$ cat config.mk
export PLATFORM = sky130hd
export DESIGN_NAME = button_press_hold_sequence_detector
export DESIGN_NICKNAME = d
export VERILOG_FILES = /design/src/rtl/core/bphsd_pkg.sv /design/src/rtl/core/bphsd_step.sv /design/src/rtl/core/button_press_hold_sequence_detector.sv
export VERILOG_INCLUDE_DIRS = /design/src /design/src/rtl/core
export SDC_FILE = /design/constraint.sdc
export NUM_CORES = 1
export LEC_CHECK = 0
export BUFFER_PORTS_ARGS = -buffer_cell sky130_fd_sc_hd__buf_2
export CORE_ASPECT_RATIO = 0.5
export CORE_MARGIN = 2
export CORE_UTILIZATION = 25
export DETAILED_ROUTE_END_ITERATION = 8
export GPL_TIMING_DRIVEN = 0
export MAX_ROUTING_LAYER = met4
export SYNTH_ARGS = -nofsm -noshare
export SYNTH_HDL_FRONTEND = slang
export SYNTH_SLANG_ARGS = --single-unit
$ cat constraint.sdc
create_clock -name aclk -period 7 [get_ports aclk]
set_input_delay 1.4 -clock aclk [delete_from_list [all_inputs] [get_ports aclk]]
set_output_delay 1.4 -clock aclk [all_outputs]
set_load 0.05 [all_outputs]
$ cat src/rtl/core/button_press_hold_sequence_detector_assert.svh
// Assertion macros for the button press/hold sequence detector.
// Both macros assume the including module has aclk and aresetn in scope.
`ifndef BUTTON_PRESS_HOLD_SEQUENCE_DETECTOR_ASSERT_SVH
`define BUTTON_PRESS_HOLD_SEQUENCE_DETECTOR_ASSERT_SVH

`ifndef NO_ASSERTIONS

// Same-cycle implication, checked outside reset.
`define BPHSD_ASSERT_NOW(lbl, ante, cons) \
    lbl: assert property (@(posedge aclk) disable iff (!aresetn) (ante) |-> (cons)) \
        else $error("bphsd assertion failed");

// Next-cycle implication, checked outside reset.
`define BPHSD_ASSERT_NEXT(lbl, ante, cons) \
    lbl: assert property (@(posedge aclk) disable iff (!aresetn) (ante) |=> (cons)) \
        else $error("bphsd assertion failed");

`else

`define BPHSD_ASSERT_NOW(lbl, ante, cons)
`define BPHSD_ASSERT_NEXT(lbl, ante, cons)

`endif

`endif

$ cat src/rtl/core/bphsd_pkg.sv
`default_nettype none

package bphsd_pkg;

    localparam int NOW_W       = 32;
    localparam int CFG_INDEX_W = 3;
    localparam int CFG_DATA_W  = 16;
    localparam int S_TDATA_W   = 40;
    localparam int M_TDATA_W   = 8;

    localparam logic [7:0] PRESS_COUNT_MAX = 8'd255;

    // Configuration register indexes
    typedef enum logic [CFG_INDEX_W-1:0] {
        REG_FILTER_DELAY   = 3'd0,
        REG_INVERT_LEVEL   = 3'd1,
        REG_PRESS_SEQ_CNT  = 3'd2,
        REG_SEQ_WINDOW     = 3'd3,
        REG_HOLD_THRESHOLD = 3'd4,
        REG_HOLD_ENABLED   = 3'd5
    } cfg_reg_t;

    typedef struct packed {
        logic [15:0] filter_delay_ms;
        logic        invert_level;
        logic [7:0]  press_sequence_count;
        logic [15:0] sequence_window_ms;
        logic [15:0] hold_threshold_ms;
        logic        hold_enabled;
    } cfg_t;

    typedef struct packed {
        logic             current_level;
        logic [NOW_W-1:0] last_change_time;
        logic [7:0]       press_count;
        logic [NOW_W-1:0] first_press_time;
        logic             was_held;
        logic             hold_reported;
    } det_state_t;

    // level sits in the lowest bit
    typedef struct packed {
        logic hold_pulse;
        logic sequence_pulse;
        logic press_pulse;
        logic changed;
        logic level;
    } result_t;

    localparam cfg_t CFG_RESET = '{
        filter_delay_ms:      16'd50,
        invert_level:         1'b0,
        press_sequence_count: 8'd2,
        sequence_window_ms:   16'd1000,
        hold_threshold_ms:    16'd1000,
        hold_enabled:         1'b1
    };

    localparam det_state_t STATE_RESET = '{
        current_level:    1'b0,
        last_change_time: '0,
        press_count:      8'd0,
        first_press_time: '0,
        was_held:         1'b0,
        hold_reported:    1'b0
    };

endpackage

`default_nettype wire

$ cat src/rtl/core/bphsd_step.sv
`default_nettype none

// Next-state and result logic for one poll.
module bphsd_step (
    input  bphsd_pkg::cfg_t                   cfg,
    input  bphsd_pkg::det_state_t             state,
    input  logic [bphsd_pkg::NOW_W-1:0]       now_ms,
    input  logic                              raw_level,
    output bphsd_pkg::det_state_t             state_next,
    output bphsd_pkg::result_t                result
);
    import bphsd_pkg::*;

    logic             sample;
    logic [NOW_W-1:0] since_change;
    logic             filter_ok;
    logic             changed;
    logic             level_new;
    logic [NOW_W-1:0] hold_elapsed;
    logic             hold_hit;
    logic [NOW_W-1:0] first_time;
    logic [7:0]       count_inc;
    logic [NOW_W-1:0] seq_elapsed;
    logic [NOW_W-1:0] window_ext;

    // Filter: take the new level only after the lockout has passed
    assign sample       = raw_level ^ cfg.invert_level;
    assign since_change = now_ms - state.last_change_time;
    assign filter_ok    = since_change >= {16'd0, cfg.filter_delay_ms};
    assign changed      = filter_ok && (sample != state.current_level);
    assign level_new    = filter_ok ? sample : state.current_level;

    // Hold timing restarts at this poll when the level just changed
    assign hold_elapsed = changed ? '0 : since_change;
    assign hold_hit     = hold_elapsed >= {16'd0, cfg.hold_threshold_ms};

    // Press counting on release
    assign first_time  = (state.press_count == 8'd0) ? now_ms : state.first_press_time;
    assign count_inc   = (state.press_count < PRESS_COUNT_MAX) ?
                         state.press_count + 8'd1 : state.press_count;
    assign seq_elapsed = now_ms - first_time;
    assign window_ext  = {16'd0, cfg.sequence_window_ms};

    always_comb begin
        state_next                  = state;
        state_next.current_level    = level_new;
        result                      = '0;
        result.level                = level_new;
        result.changed              = changed;
        if (changed) begin
            state_next.last_change_time = now_ms;
        end

        if (!level_new && changed) begin
            if (!state.was_held) begin
                result.press_pulse          = 1'b1;
                state_next.press_count      = count_inc;
                state_next.first_press_time = first_time;
                if (count_inc == cfg.press_sequence_count && window_ext >= seq_elapsed) begin
                    result.sequence_pulse       = 1'b1;
                    state_next.press_count      = 8'd0;
                    state_next.first_press_time = '0;
                end else if (window_ext <= seq_elapsed) begin
                    state_next.press_count      = 8'd0;
                    state_next.first_press_time = '0;
                end
            end else begin
                state_next.was_held = 1'b0;
            end
            state_next.hold_reported = 1'b0;
        end else if (level_new && hold_hit && cfg.hold_enabled) begin
            // Hold: drop any pending presses, report once
            state_next.was_held         = 1'b1;
            state_next.press_count      = 8'd0;
            state_next.first_press_time = '0;
            if (!state.hold_reported) begin
                state_next.hold_reported = 1'b1;
                result.hold_pulse        = 1'b1;
            end
        end
    end

endmodule

`default_nettype wire

$ cat src/rtl/core/button_press_hold_sequence_detector.sv
`default_nettype none

// Channel   Direction  Payload (lowest bit first)
// s_        in         now_ms[31:0], raw_level, zero fill to 40 bits
// m_        out        level, changed, press_pulse, sequence_pulse, hold_pulse, zero fill
// cfg_      in         write only: cfg_wr_en, cfg_index, cfg_wdata
//
// One request per cycle sustained while the result is not stalled; each accepted
// request passes through the input register, then the result register.
// The detector state updates in the same cycle the result register loads,
// so consecutive polls see each other's effect with no bubble.
// Reset (aresetn low, synchronous) restores register defaults and clears state.
// A stalled result holds the result register; the input register then holds
// one more request before s_tready drops.
module button_press_hold_sequence_detector (
    input  logic                                  aclk,
    input  logic                                  aresetn,
    // now_ms[31:0], raw_level[32], zero [39:33]
    input  logic [bphsd_pkg::S_TDATA_W-1:0]       s_tdata,
    input  logic                                  s_tvalid,
    output logic                                  s_tready,
    // level[0], changed[1], press_pulse[2], sequence_pulse[3], hold_pulse[4], zero [7:5]
    output logic [bphsd_pkg::M_TDATA_W-1:0]       m_tdata,
    output logic                                  m_tvalid,
    input  logic                                  m_tready,
    input  logic                                  cfg_wr_en,
    input  logic [bphsd_pkg::CFG_INDEX_W-1:0]     cfg_index,
    input  logic [bphsd_pkg::CFG_DATA_W-1:0]      cfg_wdata
);
    import bphsd_pkg::*;

    `include "button_press_hold_sequence_detector_assert.svh"

    cfg_t             cfg_reg;
    det_state_t       state_reg;
    det_state_t       state_next;
    logic             in_valid_reg;
    logic [NOW_W-1:0] in_now_reg;
    logic             in_raw_reg;
    logic             out_valid_reg;
    result_t          out_res_reg;
    result_t          res_next;
    logic             advance;

    assign advance  = in_valid_reg && (!out_valid_reg || m_tready);
    assign s_tready = !in_valid_reg || advance;
    assign m_tvalid = out_valid_reg;
    assign m_tdata  = {3'b000, out_res_reg};

    bphsd_step u_step (
        .cfg        (cfg_reg),
        .state      (state_reg),
        .now_ms     (in_now_reg),
        .raw_level  (in_raw_reg),
        .state_next (state_next),
        .result     (res_next)
    );

    // Configuration writes
    always_ff @(posedge aclk) begin
        if (!aresetn) begin
            cfg_reg <= CFG_RESET;
        end else if (cfg_wr_en) begin
            unique case (cfg_reg_t'(cfg_index))
                REG_FILTER_DELAY:   cfg_reg.filter_delay_ms      <= cfg_wdata;
                REG_INVERT_LEVEL:   cfg_reg.invert_level         <= cfg_wdata[0];
                REG_PRESS_SEQ_CNT:  cfg_reg.press_sequence_count <= cfg_wdata[7:0];
                REG_SEQ_WINDOW:     cfg_reg.sequence_window_ms   <= cfg_wdata;
                REG_HOLD_THRESHOLD: cfg_reg.hold_threshold_ms    <= cfg_wdata;
                REG_HOLD_ENABLED:   cfg_reg.hold_enabled         <= cfg_wdata[0];
                default: begin
                end
            endcase
        end
    end

    // Input register: load when empty or draining into the result stage
    always_ff @(posedge aclk) begin
        if (!aresetn) begin
            in_valid_reg <= 1'b0;
        end else if (s_tready) begin
            in_valid_reg <= s_tvalid;
        end
    end

    always_ff @(posedge aclk) begin
        if (s_tready && s_tvalid) begin
            in_now_reg <= s_tdata[NOW_W-1:0];
            in_raw_reg <= s_tdata[NOW_W];
        end
    end

    // Result register and detector state advance together
    always_ff @(posedge aclk) begin
        if (!aresetn) begin
            out_valid_reg <= 1'b0;
            state_reg     <= STATE_RESET;
        end else if (advance) begin
            out_valid_reg <= 1'b1;
            state_reg     <= state_next;
        end else if (m_tready) begin
            out_valid_reg <= 1'b0;
        end
    end

    always_ff @(posedge aclk) begin
        if (advance) begin
            out_res_reg <= res_next;
        end
    end

    `BPHSD_ASSERT_NOW(a_press_on_release, out_valid_reg && out_res_reg.press_pulse,
                      out_res_reg.changed && !out_res_reg.level)
    `BPHSD_ASSERT_NOW(a_seq_needs_press, out_valid_reg && out_res_reg.sequence_pulse,
                      out_res_reg.press_pulse)
    `BPHSD_ASSERT_NOW(a_hold_while_pressed, out_valid_reg && out_res_reg.hold_pulse,
                      out_res_reg.level && !out_res_reg.press_pulse)
    `BPHSD_ASSERT_NEXT(a_hold_marks_state, advance && res_next.hold_pulse,
                       state_reg.hold_reported && state_reg.was_held)
    `BPHSD_ASSERT_NEXT(a_seq_clears_count, advance && res_next.sequence_pulse,
                       state_reg.press_count == 8'd0)

endmodule

`default_nettype wire
; Word level (Yosys, flattened, before mapping)
; Cells that the tools add are included.
[classes]
reduce_logical = 27
addsub = 3
n_bitwise = 3
magnitude_cmp = 5
n_eq_ne = 8
muxes = 14
[ops]
columns = cell, count
row1 = $mux W40, 3
row2 = $mux W42, 2
row3 = $ge A32 B16 Y1, 2
row4 = $mux W32, 2
row5 = $sub A32 B32 Y32, 2
row6 = $ge A16 B32 Y1, 1
row7 = $le A16 B32 Y1, 1
row8 = $reduce_and A2 Y1, 8
row9 = $add A8 B1 Y8 const B, 1
row10 = $eq A8 B8 Y1, 1
row11 = $logic_not A8 Y1, 1
row12 = $lt A8 B8 Y1 const B, 1
row13 = $mux W8, 1
row14 = $logic_and A1 B1 Y1, 7
row15 = $eq A3 B2 Y1 const B, 2
row16 = $eq A3 B3 Y1 const B, 2
row17 = $mux W1, 6
row18 = $reduce_bool A2 Y1, 2
row19 = $reduce_or A2 Y1, 2
row20 = $eq A3 B1 Y1 const B, 1
row21 = $logic_not A1 Y1, 3
row22 = $logic_not A3 Y1, 1
row23 = $reduce_and A3 Y1, 1
row24 = $logic_or A1 B1 Y1, 2
row25 = 4 further kinds, 5
[word_totals]
register_bits = 173
inputBits = 64

; Longest topological paths before layout
; Gate-level depths: netlist of the first run.
[logic_depth]
depth_word = 9
mapped_depth = 32
depth_no_buf = 30

; Modules after synthesis
; From an unflattened synthesis of the first run, not the netlist that was laid out.
[unflattened]
cells_unflattened = 1602
area_unflattened_um2 = 13344.0
[modules_own_cells]
columns = module, area_each_um2, cells_each, n_inst
row1 = bphsd_step, 7061.8, 1010, 1
row2 = button_press_hold_sequence_detector, 6282.3, 592, 1

; Worst setup path after synthesis of the first run
; Ideal clock, no wire load.
[synth_timing]
path_kind = register -> register
from = register in_now_reg[4]
to = register state_reg[3] (netlist bit)
period_less_slack_ns = 6.311
path_slack_ns = 0.689
path_stages_with_launch = 30
arrival_ns = 6.239
required_time_ns = 6.928
path_cell_list = edfxtp_1 -> ha_1 -> a21oi_1 -> o221a_2 -> o31ai_1 -> xor2_1 -> ha_1 -> a21o_1 -> a211oi_1 -> o211ai_1 -> a21oi_1 -> nor3b_1 -> nand4b_1 -> and2_1 -> clkbuf_1 -> or2_2 -> ha_1 -> nand2b_1 -> a21o_1 -> a21o_1 -> a21o_1 -> a21oi_1 -> o21ai_0 -> a21oi_1 -> or2_2 -> a21boi_0 -> o211a_1 -> nor2_1 -> clkbuf_1 -> o2bb2ai_1
[synth_between]
elab_chain_len = 9
elab_cells_between_ends = 22
cone_classes = 2 x add/sub / 4 x order compare / 1 x eq/ne / 7 x mux / 8 x reduce/logical
[synth_rtl]
columns = item, line_no
row1 = "start, declared", button_press_hold_sequence_detector.sv:38  ; logic [NOW_W-1:0] in_now_reg;
row2 = "start signal, assigned", button_press_hold_sequence_detector.sv:88  ; in_now_reg <= s_tdata[NOW_W-1:0];
row3 = $sub A32 B32 Y32 *, bphsd_step.sv:28  ; assign since_change = now_ms - state.last_change_time;
row4 = $ge A32 B16 Y1 *, bphsd_step.sv:29  ; assign filter_ok = since_change >= {16'd0, cfg.filter_delay_ms};
row5 = $logic_and A1 B1 Y1 *, bphsd_step.sv:30  ; assign changed = filter_ok && (sample != state.current_level);
row6 = via u_step.changed, bphsd_step.sv:17  ; logic changed;
row7 = $mux W32, bphsd_step.sv:34  ; assign hold_elapsed = changed ? '0 : since_change;
row8 = $ge A32 B16 Y1, bphsd_step.sv:35  ; assign hold_hit = hold_elapsed >= {16'd0, cfg.hold_threshold_ms};
row9 = $logic_and A1 B1 Y1 (2 in a row), bphsd_step.sv:71  ; end else if (level_new && hold_hit && cfg.hold_enabled) begin
row10 = $reduce_bool A2 Y1 (no line), n/a
row11 = $reduce_and A3 Y1 (no line), n/a
row12 = "end signal, assigned", button_press_hold_sequence_detector.sv:100  ; state_reg <= state_next;
row13 = "end, declared", button_press_hold_sequence_detector.sv:35  ; det_state_t state_reg;
; The timed path passes the listed nets; every way through them passes the cells marked *. The select of a mux whose other input is x is not followed.
; A chain may end at the register's enable or synchronous reset.

; Worst setup path after layout of the first run
[layout_timing]
from = register in_now_reg[0]
to = register state_reg[25] (netlist bit)
[layout_between]
elab_chain_len = 9
elab_cells_between_ends = 22
cone_classes = 2 x add/sub / 4 x order compare / 1 x eq/ne / 7 x mux / 8 x reduce/logical
[layout_rtl]
columns = item, line_no
row1 = $sub A32 B32 Y32, bphsd_step.sv:28
row2 = $ge A32 B16 Y1, bphsd_step.sv:29
row3 = $logic_and A1 B1 Y1, bphsd_step.sv:30
row4 = $mux W32, bphsd_step.sv:34
row5 = $ge A32 B16 Y1, bphsd_step.sv:35
row6 = $logic_and A1 B1 Y1 (2 in a row), bphsd_step.sv:71
row7 = $reduce_bool A2 Y1 (no line), n/a
row8 = $reduce_and A3 Y1 (no line), n/a
; Parallel ways exist; a longest one is shown, timed or not. The select of a mux whose other input is x is not followed.

==> results.py, run 1 <==
metrics = {
    "final_layout": {
        "seq_area_um2": 3820,
        "final_cells": 2178,
        "fin_area_um2": 13900,
        "syn2layout_area_growth_pct": 17.4,
        "fillers": 4981,
        "fin_nets": 1697,
        "multi_input_area_um2": 7640,
        "largest_reg_flops": 74,
        "drive_above_1_share_pct": 12.6,
    },
    "drt": {
        "highest_layer": "met4",
        "post_drt_wl_per_cell_um": 16.1,
        "wl_met2_mm": 15.9,
        "drtAntennaViolNets": 0,
        "wl_met1_mm": 16.4,
        "dr.pass1.iters": 5,
        "via_per_inst": 4.89,
        "drt_wl_total_mm": 35.0,
        "drtIter0Drc": 919,
        "drcViolationCount": 0,
        "vias": 10700,
        "dr_wl_met3_mm": 1.87,
    },
    "clocking": {
        "cts.clk_slew.worst_paths_ps": 70,
        "cts_buffers": 17,
        "clockRootBuffer": "clkbuf_16",
        "clockBufferDepth": 2,
        "clkLatencyLatePin_ps": 460,
        "cts_hold_buffers": 0,
        "cts_tree": "done",
        "htree_num_levels": 4,
        "cts_sinks": 172,
    },
    "grt": {
        "track_usage_pct": 14.4,
        "antenna_found_initial": 7,
        "grt-ovfl-total": 0,
        "grt_max_degree": 34,
        "grt_pass1_vias": 9686,
        "grt_pass1_wl_mm": 53.9,
    },
    "setup_path": {
        "r2r_setup_slack_ps": 190,
        "r2r_cells": 33,
        "reg2reg_to": "state_reg[25]$_SDFFE_PN0P_",
        "cpPeakStageDelay_ps": 460,
        "reg2reg_from": "in_now_reg[0]$_DFFE_PP_",
        "critPathLaunchType": "flop",
        "path_class": "flop to flop",
        "cp-end-kind": "flop",
        "worstPathRequired_ps": 7370,
        "critPathMaxFanout": 5,
        "crit_arrival_ps": 7180,
        "cpMaxStageDelayCell": "edfxtp_1",
    },
    "job": {
        "maxCapViolCount": 0,
    },
    "placed_design": {
        "dpl.hpwl_mm": 27.3,
        "place.gp.congestion": 0.892,
        "dp.cells": 2121,
        "io_buffers": 62,
        "placed_area_um2": 13000,
    },
    "sta": {
        "timing.final.crit_share_pct": 97.3,
        "fin_hold_ws_ps": 457,
        "worst_slew_pin_slew_ps": 1090,
        "slew_viol_final": 0,
        "fin_skew_ps": 11.6,
        "hold_viol": 0,
        "clock.fmax_mhz": 147,
        "setup_viol": 0,
        "fin_crit_ps": 6810,
        "totalNegativeSetupSlack_ps": 0,
        "rsz0062_at_grt": "yes",
        "slew-limit-headroom_pct": 26.8,
    },
    "min_path": {
        "whs_endpoint": "cfg_reg[15]$_SDFFE_PN0P_",
        "holdCritStartpoint": "cfg_reg[15]$_SDFFE_PN0P_",
        "hold_class": "flop to flop",
        "hold_depth": 2,
    },
    "synth": {
        "yosysUniqueCellTypes": 84,
        "synth_top_area_share_pct": 22.6,
        "avgSynthCellArea_um2": 8.37,
        "synth-seq-cells": 172,
        "synthesis.instances": 1419,
        "ys_top_cells_by_area": "dfxtp_1 23%, ha_1 12%, edfxtp_1 9.6%",
        "synthTopCellsByCount": "184 x nand2_1, 134 x dfxtp_1, 133 x a21oi_1, 112 x ha_1, 93 x nor2_1",
        "synth.most_common_cell": "nand2_1",
        "synth_top_area_cell": "dfxtp_1",
        "netlist_area_um2": 11900,
        "ys_async_sr_fraction_pct": 0,
        "synth_ff_type": "dfxtp_1",
        "yosysSeqAreaShare_pct": 32.2,
        "synth_edf_count": 38,
        "synth_warnings": 0,
    },
    "die": {
        "dieArea_um2": 49400,
        "core_um2": 46900,
        "die_w_um": 312,
        "start_util_pct": 25.4,
        "rows": 56,
        "die_y_um": 158,
        "ios": 74,
    },
    "power": {
        "powerDensity_nw_per_um2": 197,
        "leakagePower_nw": 5.30,
        "finalPower_w": 0.00275,
        "peakVddDrop_v": 0.000151,
    },
    "status": {
        "outcome": "finished clean",
    },
}
==> final cells by class <==
type,instances,area share (%)
flip-flops and latches,172,27.4
repair buffers,81,3.36
multi-input cells,1096,54.8
inverters,87,2.34
well taps,638,5.72
clock inverters,12,0.753
diodes,8,0.144
plain buffers,64,2.19
clock buffers,20,3.27
==> metrics by stage <==
step	setup slack, ps	util, %
2_1_floorplan	689	-
3_5_place_dp	-2010	27.7
6_report	192	29.8
3_3_place_gp	-1950	27.7
4_1_cts	5.07	29.4
5_1_grt	-27.4	29.8
==> cells by family (layout without fill, tap and decap cells) <==
kind of cell | after synthesis | count (layout) | synth area share (%)
AO/OA/AOI/OAI | 388 | 388 | 21.9
XOR/XNOR | 52 | 52 | 3.83
adder cells (fa/ha/maj) | 114 | 114 | 12.1
buffers and inverters | 153 | 264 | 5.06
flip-flops | 172 | 172 | 32.2
multiplexers | 69 | 69 | 5.82
other | 1 | 11 | 0.0316
AND/OR/NAND/NOR | 470 | 470 | 19.1
==> how the worst max path moves through the flow <==
| stage | start | endpoint | slack, ps | cells after the start |
|---|---|---|---|---|
| final | in_now_reg[0]$_DFFE_PP_ | state_reg[25]$_SDFFE_PN0P_ | 190 | 33 |
| after global routing | in_now_reg[0]$_DFFE_PP_ | state_reg[25]$_SDFFE_PN0P_ | -30 | 33 |
| after CTS | in_now_reg[1]$_DFFE_PP_ | state_reg[25]$_SDFFE_PN0P_ | 5 | 31 |
| after detailed placement | in_now_reg[0]$_DFFE_PP_ | state_reg[24]$_SDFFE_PN0P_ | -2010 | 32 |
| after global placement | in_now_reg[0]$_DFFE_PP_ | state_reg[29]$_SDFFE_PN0P_ | -1950 | 32 |
| after floorplan | in_now_reg[4]$_DFFE_PP_ | state_reg[3]$_SDFFE_PN0P_ | 690 | 29 |
==> metal layers <==
metal | up-vias | track usage (%)
met5 | - | -
met3 | 44 | 2.63
li1 | 5351 | -
met1 | 4972 | 18.2
met2 | 288 | 23.4
met4 | 0 | 4.76
==> power by group <==
part | internal [W] | switching, W | leakage (nW) | total (W)
clock | 0.000483 | 0.000442 | 0.281 | 0.000925
sequential | 0.00105 | 0.0000286 | 1.46 | 0.00108
combinational | 0.000304 | 0.000447 | 3.56 | 0.000751
==> layout by cell type (no fill, tap or decap), types with 5 or more instances in the layout <==
cell / netlist / layout
dfxtp_1: 134 / 134
nor4_1: 5 / 5
o211ai_1: 20 / 20
clkbuf_1: 44 / 41
nor3b_1: 6 / 5
diode_2: 0 / 8
a21oi_2: 3 / 8
nor2b_1: 23 / 23
nand2_1: 184 / 184
o221a_2: 8 / 7
or4_1: 5 / 5
clkbuf_16: 0 / 17
o21a_1: 14 / 14
buf_2: 13 / 72
a21oi_1: 133 / 128
and2_1: 11 / 9
o2bb2ai_1: 31 / 31
nand4_1: 27 / 27
nand2b_1: 11 / 11
or2_2: 9 / 8
or3_1: 7 / 7
and3_1: 14 / 14
buf_4: 3 / 22
ha_1: 112 / 109
xor2_1: 22 / 21
nand3_1: 35 / 34
a21o_1: 40 / 40
mux2i_1: 68 / 68
inv_1: 87 / 86
a31oi_1: 6 / 6
a211oi_1: 13 / 12
xnor2_1: 30 / 27
nor3_1: 18 / 17
edfxtp_1: 38 / 38
o2111ai_1: 6 / 6
o21ai_0: 52 / 50
nor2_1: 93 / 92
==> timing repair <==
action | 4_1_cts | 5_1_grt
resized for setup | 38 | 18
pin swaps | 8 | 15
cloned | 1 | 0
setup endpoints to repair | 42 | 42
setup buffers | 5 | 13
==> critical path: cells and delay by family, from the launching register on <==
family | cells | cell delay (ps)
buf+inv | 5 | 600
simple gates | 7 | 1390
flops | 1 | 460
xor+xnor | 1 | 180
fa+ha+maj | 4 | 1140
compound gates | 16 | 2930
Power figures use the tool's default switching activity.
==> run 2, diff against run 1 <==
--- a/config.mk
+++ b/config.mk
@@ -8,8 +8,8 @@
 export LEC_CHECK = 0
 export BUFFER_PORTS_ARGS = -buffer_cell sky130_fd_sc_hd__buf_2
 export CORE_ASPECT_RATIO = 0.5
-export CORE_MARGIN = 2
 export CORE_UTILIZATION = 25
+export CTS_BUF_LIST = sky130_fd_sc_hd__clkbuf_16
 export DETAILED_ROUTE_END_ITERATION = 8
 export GPL_TIMING_DRIVEN = 0
 export MAX_ROUTING_LAYER = met4
==> run 2 against run 1 <==
Net effect: total power rose by 2.0%; largest cell class unchanged; critical endpoint is now state_reg[16]$_SDFFE_PN0P_; non-clock buffer count fell by 5; cell area fell by 0.35%.
==> results.py, run 2 (synthesized netlist as in run 1, its figures left out) <==
metrics = {
    "status": {
        "outcome": "finished clean",
    },
    "clocking": {
        "clockBufferDepth": 2,
        "cts.clk_slew.worst_paths_ps": 80,
        "clockRootBuffer": "clkbuf_16",
        "clkLatencyLatePin_ps": 450,
        "cts_sinks": 172,
        "cts_tree": "done",
        "htree_num_levels": 4,
        "cts_buffers": 17,
        "cts_hold_buffers": 0,
    },
    "sta": {
        "fin_crit_ps": 6680,
        "totalNegativeSetupSlack_ps": 0,
        "clock.fmax_mhz": 150,
        "setup_viol": 0,
        "fin_skew_ps": 11.8,
        "hold_viol": 0,
        "worst_slack_ps": 317,
        "fin_hold_ws_ps": 455,
        "slew_viol_final": 0,
        "slew-limit-headroom_pct": 32.2,
        "worst_slew_pin_slew_ps": 1010,
        "timing.final.crit_share_pct": 95.5,
        "rsz0062_at_grt": "no",
    },
    "setup_path": {
        "critPathMaxFanout": 10,
        "path_class": "flop to flop",
        "worstPathRequired_ps": 7340,
        "cpMaxStageDelayCell": "o31ai_2",
        "r2r_setup_slack_ps": 320,
        "critPathLaunchType": "flop",
        "cpPeakStageDelay_ps": 480,
        "crit_arrival_ps": 7020,
        "cp-end-kind": "flop",
    },
    "job": {
        "maxCapViolCount": 0,
    },
    "power": {
        "swShare_pct": 33.5,
        "switchingPower_w": 0.000941,
        "comb_power_share_pct": 26.5,
        "internal_power_w": 0.00187,
        "p_clk_share_pct": 35.3,
        "leakagePower_nw": 5.28,
        "p_seq_share_pct": 38.2,
        "powerDensity_nw_per_um2": 202,
        "peakVddDrop_v": 0.000178,
    },
    "drt": {
        "drt_wl_total_mm": 35.2,
        "drcViolationCount": 0,
        "vias": 10600,
        "drtIter0Drc": 873,
        "drtAntennaViolNets": 0,
        "post_drt_wl_per_cell_um": 16.2,
        "via_per_inst": 4.88,
        "dr.pass1.iters": 5,
    },
    "final_layout": {
        "final_cells": 2171,
        "mostFrequentLayoutCells": "183 x nand2_1, 134 x dfxtp_1, 130 x a21oi_1",
        "layout_commonest_cell": "nand2_1",
        "fillers": 4985,
        "syn2layout_area_growth_pct": 17.0,
        "fin_nets": 1692,
        "final_core_util_pct": 29.7,
        "drive_above_1_share_pct": 11.7,
        "largest_reg_flops": 74,
    },
    "die": {
        "die_w_um": 310,
        "die_y_um": 156,
        "rows": 56,
        "dieArea_um2": 48500,
        "start_util_pct": 25.4,
        "ios": 74,
        "core_um2": 46900,
    },
    "placed_design": {
        "place.gp.congestion": 0.983,
        "dpl.hpwl_mm": 27.7,
        "io_buffers": 62,
        "dp.cells": 2121,
        "pre_cts_ws_ps": -1580,
    },
    "min_path": {
        "hold_class": "flop to flop",
    },
    "grt": {
        "grt-ovfl-total": 0,
        "grt_pass1_vias": 9891,
        "track_usage_pct": 15.1,
        "antenna_found_initial": 6,
        "grt_max_degree": 34,
        "grt_pass1_wl_mm": 55.0,
    },
}
[run 2: cell types whose count changed in the layout (fill, tap and decap cells not counted), moves of 3 or more]
| cell | delta |
|---|---|
| buf_4 | -6 |
| inv_8 | +4 |
| o21ai_1 | +4 |
| clkbuf_8 | -3 |
| ha_1 | +3 |
[run 2: area by class of cell]
type / instances / area, µm² / share of cell area (%)
Antenna cell: 6 / 15.0 / 0.108
Buffer: 65 / 310 / 2.23
Clock buffer: 18 / 450 / 3.24
Clock inverter: 14 / 150 / 1.08
Inverter: 87 / 327 / 2.35
Multi-Input combinational cell: 1096 / 7590 / 54.6
Sequential cell: 172 / 3820 / 27.5
Tap cell: 638 / 798 / 5.74
Timing Repair Buffer: 75 / 438 / 3.15
[run 2: worst paths after layout]
kind                       startpoint                         end  cells past startpoint
max           in_now_reg[0]$_DFFE_PP_  state_reg[16]$_SDFFE_PN0P_                     32
min          cfg_reg[44]$_SDFFE_PN0P_    cfg_reg[44]$_SDFFE_PN0P_                      2
max reg2reg   in_now_reg[0]$_DFFE_PP_  state_reg[16]$_SDFFE_PN0P_                     32
min reg2reg  cfg_reg[44]$_SDFFE_PN0P_    cfg_reg[44]$_SDFFE_PN0P_                      2
[run 2: repair_timing]
action / in CTS / in global routing
pin swaps: 6 / 8
hold endpoints to repair: 0 / 0
cloned: 0 / 1
endpoints found under the setup margin: 42 / 41
gates resized for setup: 28 / 19
buffers inserted: 6 / 6
[run 2: metal layers]
layer  routed length [µm]  part of all wire [%]  vias to the layer above  global-route usage, %
met2                15700                    45                      267                   23.2
met4                 1030                   2.9                        0                   5.47
li1                     -                     -                     5347                      -
met5                    0                     0                        -                      -
met1                16500                    47                     4926                   19.6
met3                 2020                   5.7                       65                   2.83
[run 2: power groups by stage]
stage	Combinational, W	Clock [W]	Sequential [W]
2_1_floorplan	0.000497	0	0.00109
3_3_place_gp	0.000682	0	0.00110
3_5_place_dp	0.000690	0	0.00110
4_1_cts	0.000716	0.00101	0.00107
5_1_grt	0.000823	0.00105	0.00108
6_report	0.000743	0.000990	0.00107
[run 2: worst max-delay path, delay by kind of cell (launching register included)]
kind,cells,cell delay [ps]
simple gates,7,1390
buf+inv,5,700
fa+ha+maj,4,980
flops,1,400
xor+xnor,1,360
compound gates,15,2720
[run 2: stage by stage]
step,instance area (µm²),power (W)
finish,13900,0.00281
global placement,13000,0.00178
CTS,13800,0.00280
floorplan,11900,0.00159
detailed placement,13000,0.00179
global route,13900,0.00295
